==> config.mk <==
export PLATFORM = sky130hd
export DESIGN_NAME = peer_heartbeat_keepalive_table
export DESIGN_NICKNAME = d
export VERILOG_FILES = /design/src/rtl/phkt_pkg.sv /design/src/rtl/phkt_cell.sv /design/src/rtl/phkt_head.sv /design/src/rtl/peer_heartbeat_keepalive_table.sv
export SDC_FILE = /design/constraint.sdc
export NUM_CORES = 2
export LEC_CHECK = 0
export BUFFER_PORTS_ARGS = -buffer_cell sky130_fd_sc_hd__buf_2
export CAP_MARGIN = 20
export CORE_MARGIN = 1.5
export CORE_UTILIZATION = 45
export CTS_BUF_LIST = sky130_fd_sc_hd__clkbuf_4
export CTS_CLUSTER_DIAMETER = 60
export DETAILED_ROUTE_END_ITERATION = 8
export PLACE_DENSITY = 0.6
export SYNTH_ARGS = -nofsm -noshare
export SYNTH_HDL_FRONTEND = slang
export SYNTH_SLANG_ARGS = --single-unit
==> constraint.sdc <==
create_clock -name clk -period 133.8 [get_ports clk]
set_input_delay 20.07 -clock clk [delete_from_list [all_inputs] [get_ports clk]]
set_output_delay 20.07 -clock clk [all_outputs]
set_load 0.02 [all_outputs]
==> src/rtl/phkt_pkg.sv <==
// Types and codes shared by the peer heartbeat keepalive table.
// Depends on nothing. Used by every module of the block.
package phkt_pkg;

	localparam int ADDR_W = 4;

	localparam logic [2:0] OP_ADD     = 3'd0;
	localparam logic [2:0] OP_BEAT    = 3'd1;
	localparam logic [2:0] OP_TICK    = 3'd2;
	localparam logic [2:0] OP_REM_EP  = 3'd3;
	localparam logic [2:0] OP_REM_ID  = 3'd4;
	localparam logic [2:0] OP_LOOK_EP = 3'd5;
	localparam logic [2:0] OP_LOOK_ID = 3'd6;
	localparam logic [2:0] OP_NONE    = 3'd7;

	localparam logic [3:0] K_ADDED        = 4'd0;
	localparam logic [3:0] K_DUP          = 4'd1;
	localparam logic [3:0] K_FULL         = 4'd2;
	localparam logic [3:0] K_BEAT_OK      = 4'd3;
	localparam logic [3:0] K_BEAT_UNEXP   = 4'd4;
	localparam logic [3:0] K_BEAT_UNKNOWN = 4'd5;
	localparam logic [3:0] K_PROBE        = 4'd6;
	localparam logic [3:0] K_TIMEOUT      = 4'd7;
	localparam logic [3:0] K_REMOVED      = 4'd8;
	localparam logic [3:0] K_NOTFOUND     = 4'd9;
	localparam logic [3:0] K_FOUND        = 4'd10;
	localparam logic [3:0] K_TICKDONE     = 4'd11;

	localparam logic [1:0] REG_BEAT_INTERVAL = 2'd0;
	localparam logic [1:0] REG_RETRY_LIMIT   = 2'd1;
	localparam logic [1:0] REG_DROP_AFTER    = 2'd2;

	typedef enum logic [1:0] {
		ST_IDLE,
		ST_SCAN,
		ST_WRITE,
		ST_DONE
	} state_t;

	typedef struct packed {
		logic [2:0]  op;
		logic [31:0] peer_ip;
		logic [15:0] peer_port;
		logic [15:0] peer_id;
		logic [15:0] delta_ms;
	} in_item_t;

	typedef struct packed {
		logic [3:0]  kind;
		logic [15:0] result_id;
		logic [31:0] result_ip;
		logic [15:0] result_port;
		logic [31:0] ping_ms;
		logic [31:0] stamp_ms;
		logic        last;
	} out_item_t;

	typedef struct packed {
		logic        valid;
		logic [31:0] ip;
		logic [15:0] port;
		logic [15:0] id;
		logic [31:0] last_beat;
		logic [31:0] probe_time;
		logic        waiting;
		logic [3:0]  retries;
		logic [31:0] ping;
	} ent_t;

	typedef struct packed {
		logic [2:0]  op;
		logic        scan;
		logic        write_here;
		logic        hit;
		logic [31:0] now;
		logic [31:0] ip;
		logic [15:0] port;
		logic [15:0] id;
		logic [15:0] new_id;
		logic [15:0] beat_interval;
		logic [3:0]  retry_limit;
		logic [19:0] drop_after;
	} head_ctl_t;

	typedef struct packed {
		logic       emit;
		logic       match;
		logic [3:0] kind;
	} head_res_t;

endpackage

==> src/rtl/phkt_cell.sv <==
// One slot of the peer ring: holds a table entry and takes its neighbor's
// entry on every shift. Depends on phkt_pkg.
module phkt_cell
	import phkt_pkg::*;
(
	input  logic clk,
	input  logic arst_n,
	input  logic shift,
	input  ent_t d,
	output ent_t q
);

	logic valid_q;
	ent_t ent_q;

	always_ff @(posedge clk or negedge arst_n) begin
		if (!arst_n) begin
			valid_q <= 1'b0;
		end else if (shift) begin
			valid_q <= d.valid;
		end
	end

	always_ff @(posedge clk) begin
		if (shift) begin
			ent_q <= d;
		end
	end

	always_comb begin
		q = ent_q;
		q.valid = valid_q;
	end

endmodule

==> src/rtl/phkt_head.sv <==
// Head of the ring: evaluates the entry leaving slot zero for the current
// operation and produces the entry that re-enters at the tail. Depends on phkt_pkg.
module phkt_head
	import phkt_pkg::*;
(
	input  head_ctl_t ctl,
	input  ent_t      cur,
	output ent_t      nxt,
	output head_res_t res
);

	logic        ep_match;
	logic        id_match;
	logic [31:0] elapsed;
	logic [20:0] backoff;

	assign ep_match = cur.valid && (cur.ip == ctl.ip) && (cur.port == ctl.port) && !ctl.hit;
	assign id_match = cur.valid && (cur.id == ctl.id) && !ctl.hit;
	assign elapsed  = ctl.now - cur.last_beat;
	assign backoff  = 21'(ctl.beat_interval) * 21'({1'b0, cur.retries} + 5'd1);

	always_comb begin
		nxt = cur;
		res = '0;
		if (ctl.write_here) begin
			nxt.valid      = 1'b1;
			nxt.ip         = ctl.ip;
			nxt.port       = ctl.port;
			nxt.id         = ctl.new_id;
			nxt.last_beat  = ctl.now;
			nxt.probe_time = '0;
			nxt.waiting    = 1'b0;
			nxt.retries    = '0;
			nxt.ping       = '0;
			res.match      = 1'b1;
			res.kind       = K_ADDED;
		end else if (ctl.scan) begin
			unique case (ctl.op)
				OP_ADD: begin
					if (ep_match) begin
						res.match = 1'b1;
						res.kind  = K_DUP;
					end
				end
				OP_BEAT: begin
					if (ep_match) begin
						res.match = 1'b1;
						if (cur.waiting) begin
							nxt.ping      = ctl.now - cur.probe_time;
							nxt.last_beat = ctl.now;
							nxt.waiting   = 1'b0;
							nxt.retries   = '0;
							res.kind      = K_BEAT_OK;
						end else begin
							res.kind = K_BEAT_UNEXP;
						end
					end
				end
				OP_REM_EP, OP_REM_ID: begin
					if ((ctl.op == OP_REM_EP) ? ep_match : id_match) begin
						res.match = 1'b1;
						res.kind  = K_REMOVED;
						nxt.valid = 1'b0;
					end
				end
				OP_LOOK_EP, OP_LOOK_ID: begin
					if ((ctl.op == OP_LOOK_EP) ? ep_match : id_match) begin
						res.match = 1'b1;
						res.kind  = K_FOUND;
					end
				end
				OP_TICK: begin
					if (cur.valid && (elapsed >= {16'd0, ctl.beat_interval})) begin
						if ((elapsed >= {12'd0, ctl.drop_after}) ||
						    (cur.retries > ctl.retry_limit)) begin
							nxt.valid = 1'b0;
							res.emit  = 1'b1;
							res.kind  = K_TIMEOUT;
						end else if (!cur.waiting || (elapsed >= {11'd0, backoff})) begin
							if (cur.retries == 4'd0) begin
								nxt.probe_time = ctl.now;
							end
							nxt.waiting = 1'b1;
							if (cur.retries != 4'd15) begin
								nxt.retries = cur.retries + 4'd1;
							end
							res.emit = 1'b1;
							res.kind = K_PROBE;
						end
					end
				end
				default: ;
			endcase
		end
	end

endmodule

==> src/rtl/peer_heartbeat_keepalive_table.sv <==
// Channel   | Direction | Handshake          | Payload
// in        | input     | in_valid/in_stall  | in_data (in_item_t)
// out       | output    | out_valid/out_stall| out_data (out_item_t)
// config    | input     | APB psel/penable   | paddr, pwdata, prdata
//
// Every item except OP_NONE rotates the whole ring once, then emits
// the final beat. An add that stores a peer needs a second rotation.
// A stalled output freezes the ring when the head has a beat to emit, until the pending beat leaves.
// Reset clears the slot valid bits, the id counter and the clock; no clearing pass.
// Top level: sequencer, configuration registers and output register around
// the cell ring. Depends on phkt_pkg, phkt_cell and phkt_head.
module peer_heartbeat_keepalive_table
	import phkt_pkg::*;
#(
	parameter int MAX_PEERS = 16
)(
	input  logic              clk,
	input  logic              arst_n,
	input  logic              in_valid,
	output logic              in_stall,
	input  in_item_t          in_data,
	output logic              out_valid,
	input  logic              out_stall,
	output out_item_t         out_data,
	input  logic              psel,
	input  logic              penable,
	input  logic              pwrite,
	input  logic [ADDR_W-1:0] paddr,
	input  logic [31:0]       pwdata,
	output logic [31:0]       prdata,
	output logic              pready
);

	localparam int IDX_W = (MAX_PEERS > 1) ? $clog2(MAX_PEERS) : 1;
	localparam logic [IDX_W-1:0] LAST_IDX = IDX_W'(MAX_PEERS - 1);

	state_t state_q, state_d;
	in_item_t item_q;
	logic [31:0] now_q;
	logic [15:0] next_id_q;
	logic [15:0] beat_interval_q;
	logic [3:0]  retry_limit_q;
	logic [19:0] drop_after_q;
	logic [IDX_W-1:0] cnt_q;
	logic [IDX_W-1:0] free_idx_q;
	logic free_found_q;
	logic hit_q;
	logic [3:0] hit_kind_q;
	logic [15:0] hit_id_q;
	logic [31:0] hit_ip_q;
	logic [15:0] hit_port_q;
	logic [31:0] hit_ping_q;
	logic out_valid_q;
	out_item_t out_q;

	ent_t ring [MAX_PEERS];
	ent_t head_nxt;
	head_ctl_t ctl;
	head_res_t res;

	logic accept, out_free, advance, pass_end, out_load, hit_now, free_now;
	out_item_t out_d;
	logic [3:0] miss_kind;

	assign pready   = 1'b1;
	assign accept   = in_valid && !in_stall;
	assign in_stall = (state_q != ST_IDLE);
	assign out_free = !out_valid_q || !out_stall;
	assign out_valid = out_valid_q;
	assign out_data  = out_q;

	// Configuration port.
	always_ff @(posedge clk or negedge arst_n) begin
		if (!arst_n) begin
			beat_interval_q <= 16'd1000;
			retry_limit_q   <= 4'd5;
			drop_after_q    <= 20'd10000;
		end else if (psel && penable && pwrite && pready) begin
			unique case (paddr[3:2])
				REG_BEAT_INTERVAL: beat_interval_q <= pwdata[15:0];
				REG_RETRY_LIMIT:   retry_limit_q   <= pwdata[3:0];
				REG_DROP_AFTER:    drop_after_q    <= pwdata[19:0];
				default: ;
			endcase
		end
	end

	always_comb begin
		unique case (paddr[3:2])
			REG_BEAT_INTERVAL: prdata = {16'd0, beat_interval_q};
			REG_RETRY_LIMIT:   prdata = {28'd0, retry_limit_q};
			REG_DROP_AFTER:    prdata = {12'd0, drop_after_q};
			default:           prdata = '0;
		endcase
	end

	// Cell ring: slot i takes slot i+1, the tail takes the head's result.
	for (genvar i = 0; i < MAX_PEERS; i++) begin : g_cell
		ent_t d;
		if (i == MAX_PEERS - 1) begin : g_tail
			assign d = head_nxt;
		end else begin : g_mid
			assign d = ring[i+1];
		end
		phkt_cell u_cell (
			.clk   (clk),
			.arst_n(arst_n),
			.shift (advance),
			.d     (d),
			.q     (ring[i])
		);
	end

	always_comb begin
		ctl = '0;
		ctl.op            = item_q.op;
		ctl.scan          = (state_q == ST_SCAN);
		ctl.write_here    = (state_q == ST_WRITE) && (cnt_q == free_idx_q);
		ctl.hit           = hit_q;
		ctl.now           = now_q;
		ctl.ip            = item_q.peer_ip;
		ctl.port          = item_q.peer_port;
		ctl.id            = item_q.peer_id;
		ctl.new_id        = next_id_q;
		ctl.beat_interval = beat_interval_q;
		ctl.retry_limit   = retry_limit_q;
		ctl.drop_after    = drop_after_q;
	end

	phkt_head u_head (
		.ctl(ctl),
		.cur(ring[0]),
		.nxt(head_nxt),
		.res(res)
	);

	// Next state.
	always_comb begin
		state_d = state_q;
		unique case (state_q)
			ST_IDLE: begin
				if (accept && (in_data.op != OP_NONE)) begin
					state_d = ST_SCAN;
				end
			end
			ST_SCAN: begin
				if (pass_end) begin
					if ((item_q.op == OP_ADD) && !hit_now && free_now) begin
						state_d = ST_WRITE;
					end else begin
						state_d = ST_DONE;
					end
				end
			end
			ST_WRITE: begin
				if (pass_end) begin
					state_d = ST_DONE;
				end
			end
			ST_DONE: begin
				if (out_free) begin
					state_d = ST_IDLE;
				end
			end
			default: state_d = ST_IDLE;
		endcase
	end

	always_comb begin
		unique case (item_q.op)
			OP_ADD:  miss_kind = K_FULL;
			OP_BEAT: miss_kind = K_BEAT_UNKNOWN;
			OP_TICK: miss_kind = K_TICKDONE;
			default: miss_kind = K_NOTFOUND;
		endcase
	end

	// Outputs of the sequencer.
	always_comb begin
		advance  = ((state_q == ST_SCAN) || (state_q == ST_WRITE)) && (!res.emit || out_free);
		pass_end = advance && (cnt_q == LAST_IDX);
		hit_now  = hit_q || (advance && res.match);
		free_now = free_found_q || !ring[0].valid;
		out_load = 1'b0;
		out_d    = '0;
		out_d.stamp_ms = now_q;
		if (advance && res.emit) begin
			out_load          = 1'b1;
			out_d.kind        = res.kind;
			out_d.result_id   = head_nxt.id;
			out_d.result_ip   = head_nxt.ip;
			out_d.result_port = head_nxt.port;
			out_d.ping_ms     = head_nxt.ping;
		end else if ((state_q == ST_DONE) && out_free) begin
			out_load   = 1'b1;
			out_d.last = 1'b1;
			if (hit_q) begin
				out_d.kind        = hit_kind_q;
				out_d.result_id   = hit_id_q;
				out_d.result_ip   = hit_ip_q;
				out_d.result_port = hit_port_q;
				out_d.ping_ms     = hit_ping_q;
			end else begin
				out_d.kind = miss_kind;
			end
		end
	end

	always_ff @(posedge clk or negedge arst_n) begin
		if (!arst_n) begin
			state_q      <= ST_IDLE;
			now_q        <= '0;
			next_id_q    <= '0;
			cnt_q        <= '0;
			hit_q        <= 1'b0;
			free_found_q <= 1'b0;
			out_valid_q  <= 1'b0;
		end else begin
			state_q <= state_d;
			if (out_load) begin
				out_valid_q <= 1'b1;
			end else if (!out_stall) begin
				out_valid_q <= 1'b0;
			end
			if (accept) begin
				cnt_q        <= '0;
				hit_q        <= 1'b0;
				free_found_q <= 1'b0;
				if (in_data.op == OP_TICK) begin
					now_q <= now_q + {16'd0, in_data.delta_ms};
				end
			end else if (advance) begin
				cnt_q <= pass_end ? '0 : cnt_q + IDX_W'(1);
				if (res.match) begin
					hit_q <= 1'b1;
				end
				if ((state_q == ST_SCAN) && !ring[0].valid) begin
					free_found_q <= 1'b1;
				end
				if (ctl.write_here) begin
					next_id_q <= next_id_q + 16'd1;
				end
			end
		end
	end

	always_ff @(posedge clk) begin
		if (accept) begin
			item_q <= in_data;
		end
		if (out_load) begin
			out_q <= out_d;
		end
		if (advance && (state_q == ST_SCAN) && !ring[0].valid && !free_found_q) begin
			free_idx_q <= cnt_q;
		end
		if (advance && res.match) begin
			hit_kind_q <= res.kind;
			hit_id_q   <= head_nxt.id;
			hit_ip_q   <= head_nxt.ip;
			hit_port_q <= head_nxt.port;
			hit_ping_q <= head_nxt.ping;
		end
	end

endmodule

==> impl_metrics.tcl <==
set metrics [dict create \
    use_met3_pct 4.21 \
    htreeDepth 6 \
    port_buffers 266 \
    rrSetupSlack_ps 119980 \
    cts.sinks 3057 \
    drc 0 \
    tightest_slew_ps 1270 \
    critPathKind "in -> out" \
    avgViaCountPerCell 4.92 \
    path_cells "buf_2 > nor2b_1 > nand2_1 > o21ai_0 > buf_2" \
    use_met1_pct 24.4 \
    die_h_um 488 \
    vias 49178 \
    place_hpwl_mm 113 \
    hold_start "g_cell[4].u_cell.q[3]" \
    drive_gt1_share_pct 24.4 \
    syn_inst 5281 \
    r2r_end "g_cell[15].u_cell.q[69]" \
    synth_top_cell_by_area "edfxtp_1" \
    skew_ps 182 \
    synth_commonest_cells "edfxtp_1, nand2_1, inv_1" \
    setup_slack_ps 91550 \
    hold_viol 0 \
    syn_area_mm2 0.106 \
    fp.dieW_um 488 \
    drt_first_pass_iters 5 \
    place_ws_ps 91560 \
    grt_setup_unrepaired "false" \
    pin_count 294 \
    cp-end-kind "output pin" \
    fin_crit_ps 42250 \
    gp_congestion 0.830 \
    cp.required_ps 113730 \
    grt_pass1_vias 48657 \
    drtIter0Drc 3977 \
    cts_hold_buffers 0 \
    clk_pin_slew_ps 70 \
    crit_start "paddr[3]" \
    antenna_found_initial 22 \
    initial_core_util_pct 45.2 \
    grt_max_degree 201 \
    synth_edf_count 2944 \
    dieArea_mm2 0.239 \
    status "finished clean" \
    setup_violations 0 \
    yosys_warnings 0 \
    syn_avg_cell_area_um2 20.1 \
    busiest_layer "met1" \
    wirelength_mm 191 \
    cts_resized 0 \
    async_flop_share_pct 3.70 \
    max_cap_violations 0 \
    path_common_cell "buf_2" \
    syn_to_final_growth_pct 14.2 \
    post_cts_buffers 0 \
    crit_path_max_incr_delay_ps 940 \
    drv_slew 0 \
    grtUsageMet2_pct 21.6 \
    ys_seq_area_share_pct 86.1 \
    cp-start-kind "primary input" \
    cpMaxStageDelayCell "nor2b_1" \
    r2r-start "g_cell[0].u_cell.q[32]" \
    wl_per_cell_um 19.2 \
    grt_pass1_wl_mm 290 \
    ys_top_cells_by_area "edfxtp_1, dfrtp_1, ha_1" \
    cts_tree "yes" \
    dominantRegCellSynth "edfxtp_1" \
    hold_class "reg -> reg" \
    reg2regPathDepth 37 \
    final.setup.tns_ps 0 \
    numCtsBuffers 757 \
    slew_headroom_pct 15.3 \
    fillCellCount 19104 \
    crit_end "prdata[0]" \
    synth_top_area_share_pct 83.4 \
    min_period_over_period_pct 31.6 \
    worstSkewPairLatency_ps 1410 \
    nets 6650 \
    synth_seq_cells 3057 \
    core_area_mm2 0.235 \
    overflow 0 \
    netlist-cell-type-count 89 \
    ant_nets 0 \
    cp_data_arrival_time_ps 22180 \
    cp_max_fo 20 \
    cts_root_buffer "clkbuf_4" \
    grt_usage_pct 16.1 \
    max_freq_mhz 23.7 \
    rows 178 \
    yosysMostFrequentCell "edfxtp_1" \
    clk_path_buf_depth 4 \
]
cell type report:
| cell class | count | area [µm²] | share of cell area (%) |
|---|---|---|---|
| Clock inverter | 208 | 1190 | 0.985 |
| Timing Repair Buffer | 358 | 2280 | 1.89 |
| Tap cell | 3150 | 3940 | 3.25 |
| Inverter | 215 | 817 | 0.675 |
| Antenna cell | 18 | 45.0 | 0.0372 |
| Clock buffer | 1067 | 8010 | 6.61 |
| Multi-Input combinational cell | 1913 | 13600 | 11.2 |
| Sequential cell | 3057 | 91200 | 75.3 |
worst min path at each step:
stage,to,slack [ps],cells after the start
after global placement,g_cell[7].u_cell.q[133],400,0
after CTS,g_cell[3].u_cell.q[3],340,0
final,g_cell[3].u_cell.q[3],350,0
after floorplan,g_cell[0].u_cell.q[0],400,0
after detailed placement,g_cell[0].u_cell.q[102],400,0
after global routing,g_cell[8].u_cell.q[22],330,0
critical path: cells and delay by family:
kind / cells / cell delay, ps
AOI/OAI and AO/OA: 1 / 260
and+or+nand+nor: 2 / 1070
buffers and inverters: 2 / 770
through the flow:
step	util [%]	instances	hold WS, ps	cell area (µm²)
2_1_floorplan	-	5292	400	106000
3_3_place_gp	47.5	8680	400	112000
3_5_place_dp	47.5	8681	405	112000
4_1_cts	51.4	9956	341	121000
5_1_grt	51.6	9977	333	121000
6_report	51.6	9986	354	121000
metal layers:
metal / share of wire, % / wire length (µm) / up-vias
met5: 0.021 / 41 / -
met4: 3.1 / 5990 / 6
met3: 5.8 / 11100 / 374
met2: 43 / 81800 / 1445
met1: 48 / 92400 / 24626
li1: - / - / 22727
cells by family after synthesis:
| kind of cell | count (synthesis) | share of synthesized area, % |
|---|---|---|
| other | 2 | 0.00708 |
| AOI/OAI and AO/OA | 527 | 3.11 |
| adders and majority gates | 222 | 2.94 |
| buffers and inverters | 322 | 1.24 |
| and+or+nand+nor | 815 | 3.53 |
| DFF | 3057 | 86.1 |
| muxes | 173 | 1.77 |
| xor gates and xnor gates | 163 | 1.35 |
registers in the layout, indices dropped and copies added (netlist names):
register               cells
cnt_q                      4
next_id_q                 16
drop_after_q              20
now_q                     32
free_found_q               1
state_q                    2
out_valid                  1
hit_port_q                16
hit_ip_q                  32
hit_q                      1
ctl                       67
hit_id_q                  16
g_cell.u_cell.q         2640
hit_ping_q                32
retry_limit_q              4
beat_interval_q           16
hit_kind_q                 4
free_idx_q                 4
out_data                 133
g_cell.u_cell.valid_q     16
placed cells by master (no fill, tap or decap), types with 11 or more instances in the layout:
cell / n
and3_1: 27
and2_1: 24
o211ai_1: 13
o21ai_0: 205
clkinv_2: 20
ha_1: 177
buf_2: 265
a21o_1: 53
nand3_1: 49
edfxtp_1: 2944
conb_1: 13
inv_1: 213
fa_1: 45
nor2_1: 187
clkinv_1: 147
buf_4: 77
a31oi_1: 12
diode_2: 18
xor2_1: 69
xnor2_1: 94
o21bai_1: 12
clkbuf_4: 1067
a211oi_1: 18
nor2b_1: 16
nor4_1: 11
mux2i_1: 55
dfstp_2: 13
a21oi_1: 109
nand2b_1: 32
nor3_1: 35
o21a_1: 17
buf_16: 11
nand2_1: 352
dfrtp_1: 100
mux2_2: 118
nand4_1: 28
Power is not shown: default switching activity piles up to over one toggle a cycle in this logic, so the estimate is an artifact.
